### src/cppr_pkg.sv
// Shared constants and types for the closest prime pair block.
// Used by cppr_store, cppr_sieve, cppr_scan and closest_prime_pair_in_range_core.
// No dependencies.
package cppr_pkg;

  // Bitmap covers 0 .. SIEVE_SIZE-1
  localparam int SIEVE_SIZE = 65536;
  localparam int ADDR_W     = $clog2(SIEVE_SIZE);
  localparam int CNT_W      = ADDR_W + 1;
  localparam int DATA_W     = 16;
  // Wide enough for a clamped bound and for a raw 16-bit input compare
  localparam int WIDE_W     = (CNT_W > DATA_W + 1) ? CNT_W : DATA_W + 1;

  localparam logic [ADDR_W-1:0] LAST_ADDR = ADDR_W'(SIEVE_SIZE - 1);

  // Access request to the bitmap memory
  typedef struct packed {
    logic              wr_en;
    logic [ADDR_W-1:0] wr_addr;
    logic              wr_bit;
    logic [ADDR_W-1:0] rd_addr;
  } mem_req_t;

  // One query result
  typedef struct packed {
    logic              found;
    logic [DATA_W-1:0] first_prime;
    logic [DATA_W-1:0] second_prime;
  } result_t;

endpackage

### src/cppr_scan.sv
// Query scanner: reads one bitmap entry per cycle over the clamped range and
// tracks the adjacent prime pair with the smallest gap. Depends on cppr_pkg.
module cppr_scan (
  input  logic                     clk,
  input  logic                     rst,
  input  logic                     sieve_done,
  input  logic                     in_valid,
  output logic                     in_ready,
  input  logic [cppr_pkg::DATA_W-1:0] range_low,
  input  logic [cppr_pkg::DATA_W-1:0] range_high,
  output cppr_pkg::mem_req_t       req,
  input  logic                     rd_bit,
  output logic                     res_valid,
  output cppr_pkg::result_t        res,
  input  logic                     res_ready
);

  localparam int AW = cppr_pkg::ADDR_W;
  localparam int WW = cppr_pkg::WIDE_W;
  localparam int DW = cppr_pkg::DATA_W;
  localparam logic [WW-1:0] LAST_W = WW'(cppr_pkg::SIEVE_SIZE - 1);

  typedef enum logic [1:0] {IDLE, RUN, DRAIN, FINISH} state_t;

  state_t        state;
  logic [WW-1:0] lo_w;
  logic [WW-1:0] hi_w;
  logic [WW-1:0] hi_c;
  logic [WW-1:0] cursor;
  logic [WW-1:0] last_idx;
  logic          pend;
  logic [WW-1:0] pend_idx;
  logic          have_prev;
  logic          have_pair;
  logic [WW-1:0] prev;
  logic [WW-1:0] best_gap;
  logic [WW-1:0] pair_lo;
  logic [WW-1:0] pair_hi;
  logic [WW-1:0] gap;
  logic          take;

  // Clamp the upper bound to the bitmap
  assign lo_w = WW'(range_low);
  assign hi_w = WW'(range_high);
  assign hi_c = (hi_w > LAST_W) ? LAST_W : hi_w;

  // Pair update on a prime returned from memory
  assign gap  = pend_idx - prev;
  assign take = pend && rd_bit && have_prev && (!have_pair || (gap < best_gap));

  assign in_ready  = sieve_done && (state == IDLE);
  assign res_valid = (state == FINISH);

  always_comb begin
    res.found        = have_pair;
    res.first_prime  = have_pair ? DW'(pair_lo) : '0;
    res.second_prime = have_pair ? DW'(pair_hi) : '0;
  end

  // Read-only access
  always_comb begin
    req.wr_en   = 1'b0;
    req.wr_addr = '0;
    req.wr_bit  = 1'b0;
    req.rd_addr = cursor[AW-1:0];
  end

  always_ff @(posedge clk) begin
    if (rst) begin
      state     <= IDLE;
      pend      <= 1'b0;
      have_prev <= 1'b0;
      have_pair <= 1'b0;
    end else begin
      pend <= (state == RUN);
      // Evaluate the entry read in the previous cycle
      if (pend && rd_bit) begin
        prev      <= pend_idx;
        have_prev <= 1'b1;
        if (take) begin
          best_gap  <= gap;
          pair_lo   <= prev;
          pair_hi   <= pend_idx;
          have_pair <= 1'b1;
        end
      end
      case (state)
        IDLE: begin
          if (in_valid && in_ready) begin
            have_prev <= 1'b0;
            have_pair <= 1'b0;
            cursor    <= lo_w;
            last_idx  <= hi_c;
            state     <= (lo_w > hi_c) ? FINISH : RUN;
          end
        end
        // Issue one read per cycle up to the last index
        RUN: begin
          pend_idx <= cursor;
          cursor   <= cursor + WW'(1);
          if (cursor == last_idx) begin
            state <= DRAIN;
          end
        end
        DRAIN: begin
          state <= FINISH;
        end
        // Hold the result until the output stage takes it
        FINISH: begin
          if (res_ready) begin
            state <= IDLE;
          end
        end
        default: begin
          state <= IDLE;
        end
      endcase
    end
  end

endmodule

### config.mk
export PLATFORM = sky130hd
export DESIGN_NAME = cppr_scan
export DESIGN_NICKNAME = d
export VERILOG_FILES = /design/src/cppr_pkg.sv /design/src/cppr_scan.sv
export SDC_FILE = /design/constraint.sdc
export NUM_CORES = 1
export LEC_CHECK = 0
export BUFFER_PORTS_ARGS = -buffer_cell sky130_fd_sc_hd__buf_4
export CORE_ASPECT_RATIO = 1.4
export CORE_UTILIZATION = 45
export DETAILED_ROUTE_END_ITERATION = 8
export PLACE_DENSITY_LB_ADDON = 0.25
export SYNTH_ARGS = -nofsm -noshare
export SYNTH_HDL_FRONTEND = slang
export SYNTH_SLANG_ARGS = --single-unit
### constraint.sdc
create_clock -name clk -period 5.5 [get_ports clk]
set_clock_uncertainty 0.1 [all_clocks]
set_input_delay 1.1 -clock clk [delete_from_list [all_inputs] [get_ports clk]]
set_output_delay 1.1 -clock clk [all_outputs]
set_load 0.02 [all_outputs]
Yosys cells after proc, flatten, opt, wreduce, memory -nomap -nowiden
Cells that the tools add are included.
{"block": "totals", "ff_bits": 122, "in_bits": 38, "out_inout_bits": 69, "word_cells": 56}
{"block": "classes", "addsub": 2, "order_cmp": 3, "eq_ne": 7, "muxes": 17, "bitwise_logic": 1, "reduce_logical": 15}
{"operator": "$mux W16", "n": 3}
{"operator": "$pmux W17 S2", "n": 1}
{"operator": "$add A17 B1 Y17 const B", "n": 1}
{"operator": "$eq A17 B17 Y1", "n": 1}
{"operator": "$lt A17 B17 Y1", "n": 1}
{"operator": "$mux W17", "n": 1}
{"operator": "$sub A17 B17 Y17", "n": 1}
{"operator": "$gt A16 B16 Y1", "n": 1}
{"operator": "$gt A16 B16 Y1 const B", "n": 1}
{"operator": "$reduce_and A3 Y1", "n": 4}
{"operator": "$mux W2", "n": 4}
{"operator": "$pmux W2 S4", "n": 1}
{"operator": "$mux W1", "n": 7}
{"operator": "$ne A2 B1 Y1 const B", "n": 3}
{"operator": "$logic_and A1 B1 Y1", "n": 5}
{"operator": "$eq A2 B2 Y1 const B", "n": 2}
{"operator": "$reduce_and A2 Y1", "n": 2}
{"operator": "$eq A2 B1 Y1 const B", "n": 1}
{"operator": "$logic_not A2 Y1", "n": 1}
{"operator": "$reduce_bool A2 Y1", "n": 1}
{"operator": "$logic_not A1 Y1", "n": 1}
{"operator": "$logic_or A1 B1 Y1", "n": 1}
{"operator": "$not A1 Y1", "n": 1}

Longest topological paths before layout
Gate-level depths: netlist (run 1).
{"block": "logic_depth", "word_depth": 8, "ltp_mapped": 16}

Worst setup path before layout (run 1)
No wires, ideal clock.
{"block": "synth_timing", "path_type": "register -> register", "from": "register pend_idx[1]", "to": "register best_gap[0], enable pin", "setup_time_ns": 0.456, "t_arrival_ns": 5.130, "setup_slack_ns": -0.186, "stages_incl_launch_ff": 15, "n_path_buf": 0, "period_less_slack_ns": 5.686, "path_cell_list": "edfxtp_1 -> ha_1 -> nor2b_1 -> o31a_1 -> o31a_1 -> o41a_1 -> and4b_1 -> or3_1 -> ha_1 -> a21o_1 -> a21oi_1 -> nor2b_1 -> o21ai_0 -> o2111ai_1 -> nor2_1"}
{"block": "synth_between", "elab_chain_len": 5}
{"item": "start, declared", "line": "cppr_scan.sv:32", "rtl": "logic [WW-1:0] pend_idx;"}
{"item": "start signal, assigned", "line": "cppr_scan.sv:99", "rtl": "pend_idx <= cursor;"}
{"item": "$sub A17 B17 Y17", "line": "cppr_scan.sv:48", "rtl": "assign gap = pend_idx - prev;"}
{"item": "via gap[13]", "line": "cppr_scan.sv:39", "rtl": "logic [WW-1:0] gap;"}
{"item": "$lt A17 B17 Y1", "line": "cppr_scan.sv:49", "rtl": "assign take = pend && rd_bit && have_prev && (!have_pair || (gap < best_gap));"}
{"item": "$logic_or A1 B1 Y1", "line": "cppr_scan.sv:49"}
{"item": "$logic_and A1 B1 Y1", "line": "cppr_scan.sv:49"}
{"item": "$reduce_and A3 Y1 (no source line)"}
{"item": "end signal, assigned", "line": "cppr_scan.sv:81", "rtl": "best_gap <= gap;"}
{"item": "end, declared", "line": "cppr_scan.sv:36", "rtl": "logic [WW-1:0] best_gap;"}
The timed path passes the listed nets, and every way through them passes these cells.
A chain may end at the register's enable or synchronous reset.

Worst setup path after layout (run 1)
{"block": "layout_timing", "from": "register pend_idx[1]", "to": "register pair_hi[10], enable pin"}
{"block": "layout_between", "elab_chain_len": 5}
{"item": "$sub A17 B17 Y17", "line": "cppr_scan.sv:48"}
{"item": "via gap[13]", "line": "cppr_scan.sv:39"}
{"item": "$lt A17 B17 Y1", "line": "cppr_scan.sv:49"}
{"item": "$logic_or A1 B1 Y1", "line": "cppr_scan.sv:49"}
{"item": "$logic_and A1 B1 Y1", "line": "cppr_scan.sv:49"}
{"item": "$reduce_and A3 Y1 (no source line)"}
{"item": "end signal, assigned", "line": "cppr_scan.sv:83", "rtl": "pair_hi <= pend_idx;"}
{"item": "end, declared", "line": "cppr_scan.sv:38", "rtl": "logic [WW-1:0] pair_hi;"}
The timed path passes the listed nets, and every way through them passes these cells.

==> results of run 1 <==
==> cells in the mapped netlist (3+ instances only) <==
master                      instances  area (um^2)
sky130_fd_sc_hd__edfxtp_1         116         3480
sky130_fd_sc_hd__inv_1             62          233
sky130_fd_sc_hd__ha_1              53          663
sky130_fd_sc_hd__nor2_1            39          146
sky130_fd_sc_hd__buf_4             35          263
sky130_fd_sc_hd__a21oi_1           34          170
sky130_fd_sc_hd__and2_1            34          213
sky130_fd_sc_hd__xnor2_1           23          201
sky130_fd_sc_hd__nand2_1           18         67.6
sky130_fd_sc_hd__xor2_1            17          149
sky130_fd_sc_hd__clkbuf_1          13         48.8
sky130_fd_sc_hd__o21ai_0           12         60.1
sky130_fd_sc_hd__nand3_1           11         55.1
sky130_fd_sc_hd__nor3_1            11         55.1
sky130_fd_sc_hd__nand4_1           10         62.6
sky130_fd_sc_hd__a21o_1             9         67.6
sky130_fd_sc_hd__and3_1             8         50.1
sky130_fd_sc_hd__a211oi_1           6         45.0
sky130_fd_sc_hd__nor2b_1            6         37.5
sky130_fd_sc_hd__a31oi_1            5         31.3
sky130_fd_sc_hd__dfxtp_1            5          100
sky130_fd_sc_hd__nor4_1             5         31.3
sky130_fd_sc_hd__o21a_1             5         37.5
sky130_fd_sc_hd__mux2i_1            4         40.0
sky130_fd_sc_hd__or3_1              4         25.0
sky130_fd_sc_hd__a211o_1            3         26.3
sky130_fd_sc_hd__a21boi_0           3         22.5
sky130_fd_sc_hd__nand2b_1           3         18.8
sky130_fd_sc_hd__o2111ai_1          3         26.3
sky130_fd_sc_hd__o31a_1             3         26.3
==> sequential cells by signal, indices dropped and copies added (netlist names), 2 cells and up <==
name      flops
best_gap     17
cursor       17
last_idx     16
pair_hi      16
pair_lo      16
pend_idx     17
prev         17
state         2
==> cell type report <==
cell class / instances / area share, %
inverters: 62 / 2.95
flip-flops and latches: 121 / 45.4
clock buffers: 20 / 5.53
clock inverters: 12 / 1.90
well taps: 189 / 2.99
repair buffers: 94 / 8.94
multi-input cells: 362 / 32.3
==> through the flow <==
stage / std cells / util, % / area, um^2 / hold slack, ns
after detailed placement: 828 / 50.8 / 7310 / 0.336
final: 860 / 54.9 / 7900 / 0.348
after floorplan: 593 / - / 6680 / 0.326
after global routing: 860 / 54.9 / 7900 / 0.359
after CTS: 860 / 54.9 / 7900 / 0.350
after global placement: 828 / 50.8 / 7310 / 0.337
==> kinds of logic after synthesis <==
group                    share of synthesized area, %
AO/OA/AOI/OAI                                    8.69
XOR/XNOR                                         5.30
adder cells (fa/ha/maj)                          10.3
buffers and inverters                            8.24
flip-flops                                       54.2
multiplexers                                    0.947
other                                          0.0567
AND/OR/NAND/NOR                                  12.2
==> per-layer routing <==
layer	up-vias	wire length, um
met5	-	0
met4	0	235
met3	17	460
met2	100	7620
met1	2106	5270
li1	2160	-
==> worst max path at each step <==
| stage | from | to | cells after the start |
|---|---|---|---|
| 6_report | pend_idx[1] | pair_hi[10] | 15 |
| 5_1_grt | pend_idx[0] | pair_hi[3] | 17 |
| 4_1_cts | pend_idx[1] | best_gap[12] | 15 |
| 3_5_place_dp | pend_idx[1] | pair_hi[13] | 15 |
| 3_3_place_gp | pend_idx[1] | pair_hi[15] | 15 |
| 2_1_floorplan | pend_idx[1] | best_gap[0] | 14 |
==> layout by cell type (no fill, tap or decap), drive strengths merged, types with 10 or more instances in the layout <==
cell type,synthesis,routed
nor3,11,11
o21ai,12,12
nor2,39,39
ha,53,53
buf,35,94
clkbuf,13,20
edfxtp,116,116
and2,34,34
inv,62,63
conb,1,18
nand2,18,18
xor2,17,17
nand3,11,11
a21oi,34,34
xnor2,23,23
nand4,10,10
==> report_power, final <==
group          total [uW]  switching, uW  internal (uW)
registers            1200           76.6           1120
logic                 623            363            259
clock network        1100            393            709
total                2930            833           2090
==> summary.log, run 1 <==
[synthesis] number of enable-type register cells in the synthesized netlist 116
[hold_path] Cells on Worst Hold Path 0
[sta] unrepaired setup endpoints after global routing false
[pwr] Power Density 370 nW/um^2
[synthesis] mean instance size in the synthesized netlist 11.5 um^2
[floorplanning] io pins 107
[global_routing] largest net degree at the start of global routing 46
[floorplanning] core box area 14,400 um^2
[global_routing] met1 capacity usage during global routing 19.4%
[cts] clk slew on worst S/H paths 0.05 ns
[setup_path] FF-to-FF Start pend_idx[1]
[routing] average wire per standard cell 15.8 um
[cts] clock sink total 121
[routing] number of nets with antenna violations after detailed routing 0
[place] Final Wtd Congestion 0.860
[cts] CTS tree yes
[setup_path] delay of the slowest critical-path stage 0.51 ns
[sta] Tcrit/Tclk final 82.9%
[layout] ratio of cells with drive above 1 in the final layout 18.6%
[place] worst setup slack after placement 0.933 ns
[floorplanning] row count 52
[setup_path] cell at the slowest stage of the critical path sky130_fd_sc_hd__buf_4
[place] half-perimeter wire length after detailed placement 10.3 mm
[layout] register area 3580 um^2
[setup_path] capture point of the worst reg-to-reg path pair_hi[10]
[cts] total clock buffers created by CTS 17
[pwr] overall power after layout 2930 uW
[synthesis] Syn. warnings 0
[cts] clock tree root buffer cell sky130_fd_sc_hd__clkbuf_16
[global_routing] GR Util met2 35.5%
[layout] growth of design area from synthesis to finish 19.5%
[layout] multi-input combinational cell area 2550 um^2
[sta] final count of hold timing violations 0
[cts] Post-CTS Setup Bufs 0
[hold_path] worst hold start prev[2]
[layout] total number of nets in the final design 750
[routing] first-iteration detailed-routing DRC count 132
[sta] Tightest Pin Transition 1.03 ns
[synthesis] share of the yosys chip area belonging to registers 54.2%
[routing] final routed DRC violation total 0
[floorplanning] DIE AREA 15,200 um^2
[cts] maximum buffer depth of the clock tree 2
[status] result of the run complete, no violations
[sta] count of pins over their slew limit 0
[cts] clock latency on the worst-skew pair 0.41 ns
[setup_path] count of buffer and inverter cells on the critical path 1
[global_routing] global routing's busiest layer met2
[layout] number of filler cells placed in the layout 1,229
[hold_path] WHS Endpoint pair_lo[2]
[synthesis] FF+latch count, synth 121
[synthesis] Async SR Flop Fraction 0%
[synthesis] primary flip-flop cell chosen by synthesis mapping sky130_fd_sc_hd__edfxtp_1
[synthesis] unique cell type count in the Yosys netlist 43
[global_routing] GR Util met3 4.21%
[setup_path] endpoint kind of the worst setup timing path flip-flop
[sta] max-slew headroom at the worst pin 31.6%
[global_routing] first-pass GRT wire length 21.5 mm
[cts] CTS-repair resized insts 0
[routing] routed vias/inst 5.10
[sta] final worst setup slack 0.943 ns
[routing] 1st-pass router iterations 4
[pwr] standby leakage power 0.00332 uW
[setup_path] Top Family by Delay on Critical Path compound AO/OA/AOI/OAI gates
[layout] number of antenna diodes 0
[global_routing] number of antenna violations at the first check in global routing 0
[global_routing] total routing usage reported by global routing 18.6%
[global_routing] final global-route overflow total 0
[sta] setup total negative slack 0 ns
[cts] Post-CTS Hold Buffers 0
[setup_path] Worst Reg-to-Reg Cells 15
[setup_path] Critical Path RT 5.44 ns
[cts] number of H-tree levels 4
[routing] overall via count from detail_route 4,383
[setup_path] kind of start point of the critical path flip-flop
[hold_path] Hold/Removal Path Class flip-flop to flip-flop
[setup_path] arrival time reported for the critical path endpoint 4.50 ns
[global_routing] vias in the first global route 4,403
[setup_path] maximum fanout along the worst path 45
[floorplanning] starting density of the core 46.0%
[synthesis] instance count of the mapped netlist 576
[job] Max-cap violations 0
[setup_path] CP Class flip-flop to flip-flop
[sta] final critical-path required period 4.56 ns
[synthesis] post-synthesis instance area 6610 um^2
[sta] total setup violations reported at the end of the flow 0
[floorplanning] chip width 104 um
[sta] Max Clk Rate 0.219 GHz
[pwr] maximum vdd drop 0.178 mV
[setup_path] crit-path cells ha_1 -> nor2b_1 -> o31a_1 -> o31a_1 -> o41a_1 -> and4b_1 -> or3_1 -> ha_1 -> a21o_1 -> a21oi_1 -> nor2b_1 -> o21ai_0 -> o2111ai_1 -> nor2_4 -> buf_4
[setup_path] flop2flop setup slack 0.94 ns
[floorplanning] Die Y 145 um
[routing] routed wire length 13.6 mm
[place] number of buffers added on ports 88
Note: power is estimated with default switching activity, not from simulation.
==> run 2, diff against run 1 <==
Clock period 5.5 ns to 3.78 ns, I/O delays scaled along.
==> run 2 against run 1 <==
Net effect: the flow now finishes with violations (negative setup slack); wire length up 2.2%; design area is 5.5% higher; total power is 50% higher; maximum frequency up 13%; flip-flop and latch count unchanged; critical path depth did not move; global-route usage is 0.42 points higher; first-iteration DRC count grew 34%; die area did not move; utilization is 3.0 points higher; critical endpoint is now pair_lo[0].
==> summary.log, run 2 (same netlist as run 1, synthesis figures left out) <==
[sta] final worst hold slack 0.355 ns
[setup_path] cell at the slowest stage of the critical path sky130_fd_sc_hd__edfxtp_1
[layout] number of filler cells placed in the layout 1,189
[setup_path] CP Class flip-flop to flip-flop
[floorplanning] chip width 104 um
[pwr] Power Density 525 nW/um^2
[cts] clk slew on worst S/H paths 0.05 ns
[pwr] standby leakage power 0.00354 uW
[layout] ratio of cells with drive above 1 in the final layout 24.9%
[cts] clock latency on the worst-skew pair 0.41 ns
[setup_path] maximum fanout along the worst path 24
[cts] maximum buffer depth of the clock tree 2
[sta] final worst setup slack -0.239 ns
[global_routing] total routing usage reported by global routing 19.1%
[floorplanning] io pins 107
[floorplanning] DIE AREA 15,200 um^2
[setup_path] crit-path cells ha_1 -> nor2b_4 -> o31a_1 -> o31a_1 -> o41a_1 -> buf_4 -> nor4bb_1 -> or3_4 -> ha_4 -> and3_4 -> nand3_4 -> buf_4 -> o2111ai_2 -> nor2_4 -> buf_12
[global_routing] number of antenna violations at the first check in global routing 0
[routing] 1st-pass router iterations 4
[pwr] part of the total power dissipated in the clock network 36.8%
[floorplanning] Die Y 145 um
[layout] growth of design area from synthesis to finish 26.1%
[cts] clock sink total 121
[sta] final count of hold timing violations 0
[setup_path] kind of start point of the critical path flip-flop
[setup_path] delay of the slowest critical-path stage 0.40 ns
[cts] Post-CTS Hold Buffers 0
[pwr] net switching fraction of the power 27.8%
[routing] overall via count from detail_route 4,483
[sta] final critical-path required period 4.02 ns
[floorplanning] row count 52
[cts] CTS tree yes
[layout] core utilization of the finished layout 58.0%
[layout] most common cell after layout, fill and taps aside sky130_fd_sc_hd__buf_4
[floorplanning] core box area 14,400 um^2
[pwr] maximum vdd drop 0.322 mV
[pwr] Logic pwr share 23.3%
[routing] average wire per standard cell 15.5 um
[routing] routed vias/inst 5.00
[status] violated checks negative setup slack
[place] number of buffers added on ports 88
[sta] Tightest Pin Transition 0.606 ns
[global_routing] first-pass GRT wire length 22.4 mm
[cts] clock tree root buffer cell sky130_fd_sc_hd__clkbuf_16
[cts] total clock buffers created by CTS 17
[routing] number of nets with antenna violations after detailed routing 0
[global_routing] largest net degree at the start of global routing 26
[layout] total number of nets in the final design 787
[floorplanning] starting density of the core 46.0%
[sta] setup total negative slack -10.90 ns
[routing] first-iteration detailed-routing DRC count 177
[sta] Tcrit/Tclk final 106%
[setup_path] Critical Path RT 3.79 ns
[place] Final Wtd Congestion 0.822
[layout] highest-count cells in the layout ignoring fill and taps sky130_fd_sc_hd__buf_4 (127), sky130_fd_sc_hd__edfxtp_1 (116), sky130_fd_sc_hd__inv_1 (62), sky130_fd_sc_hd__ha_1 (51), sky130_fd_sc_hd__nor2_1 (38)
[hold_path] Hold/Removal Path Class flip-flop to flip-flop
[job] Max-cap violations 0
[pwr] total net switching power 1220 uW
[setup_path] arrival time reported for the critical path endpoint 4.03 ns
[global_routing] vias in the first global route 4,632
[routing] final routed DRC violation total 0
[global_routing] final global-route overflow total 0
[sta] count of pins over their slew limit 0
[setup_path] endpoint kind of the worst setup timing path flip-flop
[pwr] share of total power in sequential cells 39.8%
[routing] routed wire length 13.9 mm
[sta] max-slew headroom at the worst pin 59.6%
[layout] number of antenna diodes 0
[place] half-perimeter wire length after detailed placement 10.5 mm
[status] result of the run finished with violations
[sta] Max Clk Rate 0.249 GHz
[cts] number of H-tree levels 4
[sta] unrepaired setup endpoints after global routing true
[pwr] cell-internal power 3160 uW
[sta] total setup violations reported at the end of the flow 49
-- run 2: cell types whose count changed in the layout (fill, tap and decap cells not counted), moves of 2 or more --
cell / before / now
sky130_fd_sc_hd__a31oi_1: 5 / 2
sky130_fd_sc_hd__a31oi_2: 0 / 2
sky130_fd_sc_hd__buf_12: 0 / 2
sky130_fd_sc_hd__buf_4: 94 / 127
sky130_fd_sc_hd__clkbuf_16: 17 / 19
sky130_fd_sc_hd__clkbuf_8: 0 / 2
sky130_fd_sc_hd__clkinv_2: 2 / 4
sky130_fd_sc_hd__clkinvlp_4: 5 / 1
sky130_fd_sc_hd__ha_1: 53 / 51
sky130_fd_sc_hd__nor2b_1: 6 / 4
sky130_fd_sc_hd__or3_1: 4 / 2
sky130_fd_sc_hd__or3_4: 0 / 2
-- run 2: power groups by stage --
| stage | Combinational (uW) | Sequential, uW | Clock [uW] |
|---|---|---|---|
| 4_1_cts | 986 | 1740 | 1640 |
| 3_5_place_dp | 971 | 1770 | 0 |
| 5_1_grt | 1130 | 1760 | 1700 |
| 6_report | 1020 | 1740 | 1610 |
| 2_1_floorplan | 702 | 1730 | 0 |
| 3_3_place_gp | 942 | 1760 | 0 |
-- run 2: layout make-up --
cell class / instances / area, um^2 / area share (%)
clock buffer: 23 / 468 / 5.61
clock inverter: 9 / 121 / 1.46
inverter: 62 / 233 / 2.79
multi-input combinational: 362 / 2650 / 31.8
sequential: 121 / 3580 / 43.0
tap: 189 / 236 / 2.84
timing repair buffer: 131 / 1040 / 12.5
-- run 2: path summary, 6_finish.rpt --
check / from / end / slack, ns / depth (start not counted)
setup / recovery: pend_idx[1] / pair_lo[0] / -0.24 / 15
setup reg to reg: pend_idx[1] / pair_lo[0] / -0.24 / 15
hold reg to reg: prev[6] / pair_lo[6] / 0.35 / 0
hold / removal: prev[6] / pair_lo[6] / 0.35 / 0
-- run 2: through the flow --
stage	power [uW]	cells	setup slack, ns	cell area (um^2)
2_1_floorplan	2430	593	-0.559	6700
3_3_place_gp	2710	860	-0.223	7590
3_5_place_dp	2740	860	-0.286	7590
4_1_cts	4370	893	-0.202	8200
5_1_grt	4580	897	-0.379	8340
6_report	4380	897	-0.239	8340
-- run 2: what timing repair did --
action                                  in CTS  in global routing
pin swaps                                    1                  7
endpoints found under the hold margin        0                  0
setup buffers                                1                  2
cloned                                       0                  2
endpoints found under the setup margin      49                 49
gates resized for setup                      3                 13
-- run 2: routing by layer --
layer | global-route usage (%) | up-vias | part of all wire [%]
met5 | 0 | - | 0
met3 | 4.30 | 23 | 2.8
met4 | 7.64 | 0 | 2.2
li1 | - | 2233 | -
met2 | 36.5 | 95 | 56
met1 | 19.7 | 2132 | 39
-- run 2: worst max-delay path, delay by kind of cell, from the launching register on --
kind,cells,cell delay [ns]
AO/OA/AOI/OAI,4,0.99
adder cells (fa/ha/maj),2,0.51
buffers and inverters,3,0.49
flip-flops,1,0.40
AND/OR/NAND/NOR,6,1.21
==> run 3, diff against run 2 <==
Settings changed: SETUP_SLACK_MARGIN from default to 0.5.
==> run 3 against run 2 <==
Net effect: the run still ends with negative setup slack left; wire length stayed put; design area stayed put; flip-flop and latch count stayed put; sequential power is essentially flat; maximum frequency increased by 0.26%; total power barely moved; highest routed layer unchanged.
==> summary.log, run 3 (same netlist as run 1, synthesis figures left out) <==
[sta] unrepaired setup endpoints after global routing true
[pwr] maximum vdd drop 0.323 mV
[setup_path] Critical Path RT 3.79 ns
[routing] overall via count from detail_route 4,486
[floorplanning] chip width 104 um
[sta] count of pins over their slew limit 0
[floorplanning] starting density of the core 46.0%
[sta] final worst hold slack 0.355 ns
[pwr] share of total power in sequential cells 39.8%
[floorplanning] row count 52
[floorplanning] core box area 14,400 um^2
[routing] number of nets with antenna violations after detailed routing 0
[status] result of the run finished with violations
[global_routing] number of antenna violations at the first check in global routing 0
[sta] final critical-path required period 4.01 ns
[layout] number of antenna diodes 0
[sta] final worst setup slack -0.228 ns
[routing] final routed DRC violation total 0
[setup_path] CP Class flip-flop to flip-flop
[setup_path] kind of start point of the critical path flip-flop
[setup_path] Critical Path Start pend_idx[1]
[setup_path] Worst Reg-to-Reg Cells 15
[setup_path] endpoint kind of the worst setup timing path flip-flop
[cts] clock latency on the worst-skew pair 0.41 ns
[routing] first-iteration detailed-routing DRC count 177
[pwr] cell-internal power 3160 uW
[cts] clock tree root buffer cell sky130_fd_sc_hd__clkbuf_16
[floorplanning] io pins 107
[setup_path] arrival time reported for the critical path endpoint 4.02 ns
[layout] post-route insts no fill 897
[global_routing] total routing usage reported by global routing 19.1%
[status] violated checks negative setup slack
[routing] routed vias/inst 5.00
[routing] 1st-pass router iterations 4
[routing] average wire per standard cell 15.5 um
[setup_path] capturing instance or port of the critical path pair_lo[0]
[place] post-placement cell count 860
[pwr] net switching fraction of the power 27.8%
[sta] Tightest Pin Transition 0.606 ns
[pwr] Power Density 525 nW/um^2
[place] worst setup slack after placement -0.286 ns
[sta] Max Clk Rate 0.249 GHz
[cts] clk slew on worst S/H paths 0.05 ns
[place] number of buffers added on ports 88
[global_routing] first-pass GRT wire length 22.4 mm
[hold_path] Hold/Removal Path Class flip-flop to flip-flop
[floorplanning] Die Y 145 um
[place] standard cell area after detailed placement 7590 um^2
[cts] CTS tree yes
[cts] clock sink total 121
[place] Final Wtd Congestion 0.822
[routing] routed wire length 13.9 mm
[sta] total setup violations reported at the end of the flow 49
[global_routing] vias in the first global route 4,632
[sta] Tcrit/Tclk final 106%
[layout] core utilization of the finished layout 58.0%
[setup_path] flop2flop setup slack -0.23 ns
[global_routing] final global-route overflow total 0
[layout] growth of design area from synthesis to finish 26.1%
[sta] final count of hold timing violations 0
[layout] ratio of cells with drive above 1 in the final layout 24.9%
[layout] finished layout cell area 8340 um^2
[layout] most common cell after layout, fill and taps aside sky130_fd_sc_hd__buf_4
[cts] maximum buffer depth of the clock tree 2
[place] half-perimeter wire length after detailed placement 10.5 mm
[pwr] total net switching power 1220 uW
[pwr] Logic pwr share 23.3%
[sta] max-slew headroom at the worst pin 59.6%
[setup_path] capture point of the worst reg-to-reg path pair_lo[0]
[setup_path] FF-to-FF Start pend_idx[1]
[layout] highest-count cells in the layout ignoring fill and taps sky130_fd_sc_hd__buf_4 (127), sky130_fd_sc_hd__edfxtp_1 (116), sky130_fd_sc_hd__inv_1 (62), sky130_fd_sc_hd__ha_1 (51), sky130_fd_sc_hd__nor2_1 (38)
[cts] Post-CTS Hold Buffers 0
[setup_path] maximum fanout along the worst path 24
[cts] number of H-tree levels 4
[floorplanning] DIE AREA 15,200 um^2
[layout] total number of nets in the final design 787
[pwr] part of the total power dissipated in the clock network 36.8%
[global_routing] largest net degree at the start of global routing 26
[pwr] standby leakage power 0.00354 uW
[cts] total clock buffers created by CTS 17
[job] Max-cap violations 0
run 3: worst min path at each step:
stage,from,endpoint,depth (start not counted)
4_1_cts,prev[6],pair_lo[6],0
2_1_floorplan,prev[10],pair_lo[10],0
5_1_grt,prev[6],pair_lo[6],0
3_5_place_dp,prev[12],pair_lo[12],0
6_report,prev[6],pair_lo[6],0
3_3_place_gp,prev[9],pair_lo[9],0
run 3: power by group through the flow:
| stage | combinational [uW] | clock, uW | sequential (uW) |
|---|---|---|---|
| after global routing | 1130 | 1700 | 1760 |
| after global placement | 942 | 0 | 1760 |
| final | 1020 | 1610 | 1740 |
| after CTS | 986 | 1640 | 1740 |
| after detailed placement | 971 | 0 | 1770 |
| after floorplan | 702 | 0 | 1730 |
run 3: repair_timing:
item | 4_1_cts | 5_1_grt
pin swaps | 1 | 6
gates cloned | 0 | 2
gates resized for setup | 3 | 13
endpoints found under the setup margin | 49 | 49
buffers inserted | 1 | 2
run 3: metal layers:
metal  share of wire, %  wire (um)  track usage (%)
met2                 56       7820             36.5
met3                2.8        386             4.30
met1                 39       5370             19.7
met5                  0          0                0
met4                2.2        306             7.64
run 3: through the flow:
stage               power (uW)  TNS (ns)
finish                    4380    -10.49
global route              4580    -17.08
floorplan                 2430    -27.41
CTS                       4370     -9.58
detailed placement        2740    -13.85
global placement          2710    -10.74
run 3: area by class of cell:
type                       instances  area (um^2)
fill                            1189         6040
sequential                       121         3580
multi-input combinational        362         2650
timing repair buffer             131         1040
clock buffer                      23          468
tap                              189          236
inverter                          62          233
clock inverter                     9          121
run 3: critical path, cell delays in order, from the launching register on:
cell and delay, ns:
sky130_fd_sc_hd__edfxtp_1 0.40, sky130_fd_sc_hd__ha_1 0.31, sky130_fd_sc_hd__nor2b_4 0.13, sky130_fd_sc_hd__o31a_1 0.27
sky130_fd_sc_hd__o31a_1 0.26, sky130_fd_sc_hd__o41a_1 0.32, sky130_fd_sc_hd__buf_4 0.16, sky130_fd_sc_hd__nor4bb_1 0.36
sky130_fd_sc_hd__or3_4 0.21, sky130_fd_sc_hd__ha_4 0.19, sky130_fd_sc_hd__and3_4 0.15, sky130_fd_sc_hd__nand3_4 0.07
sky130_fd_sc_hd__buf_4 0.11, sky130_fd_sc_hd__o2111ai_2 0.14, sky130_fd_sc_hd__nor2_4 0.28, sky130_fd_sc_hd__buf_12 0.22
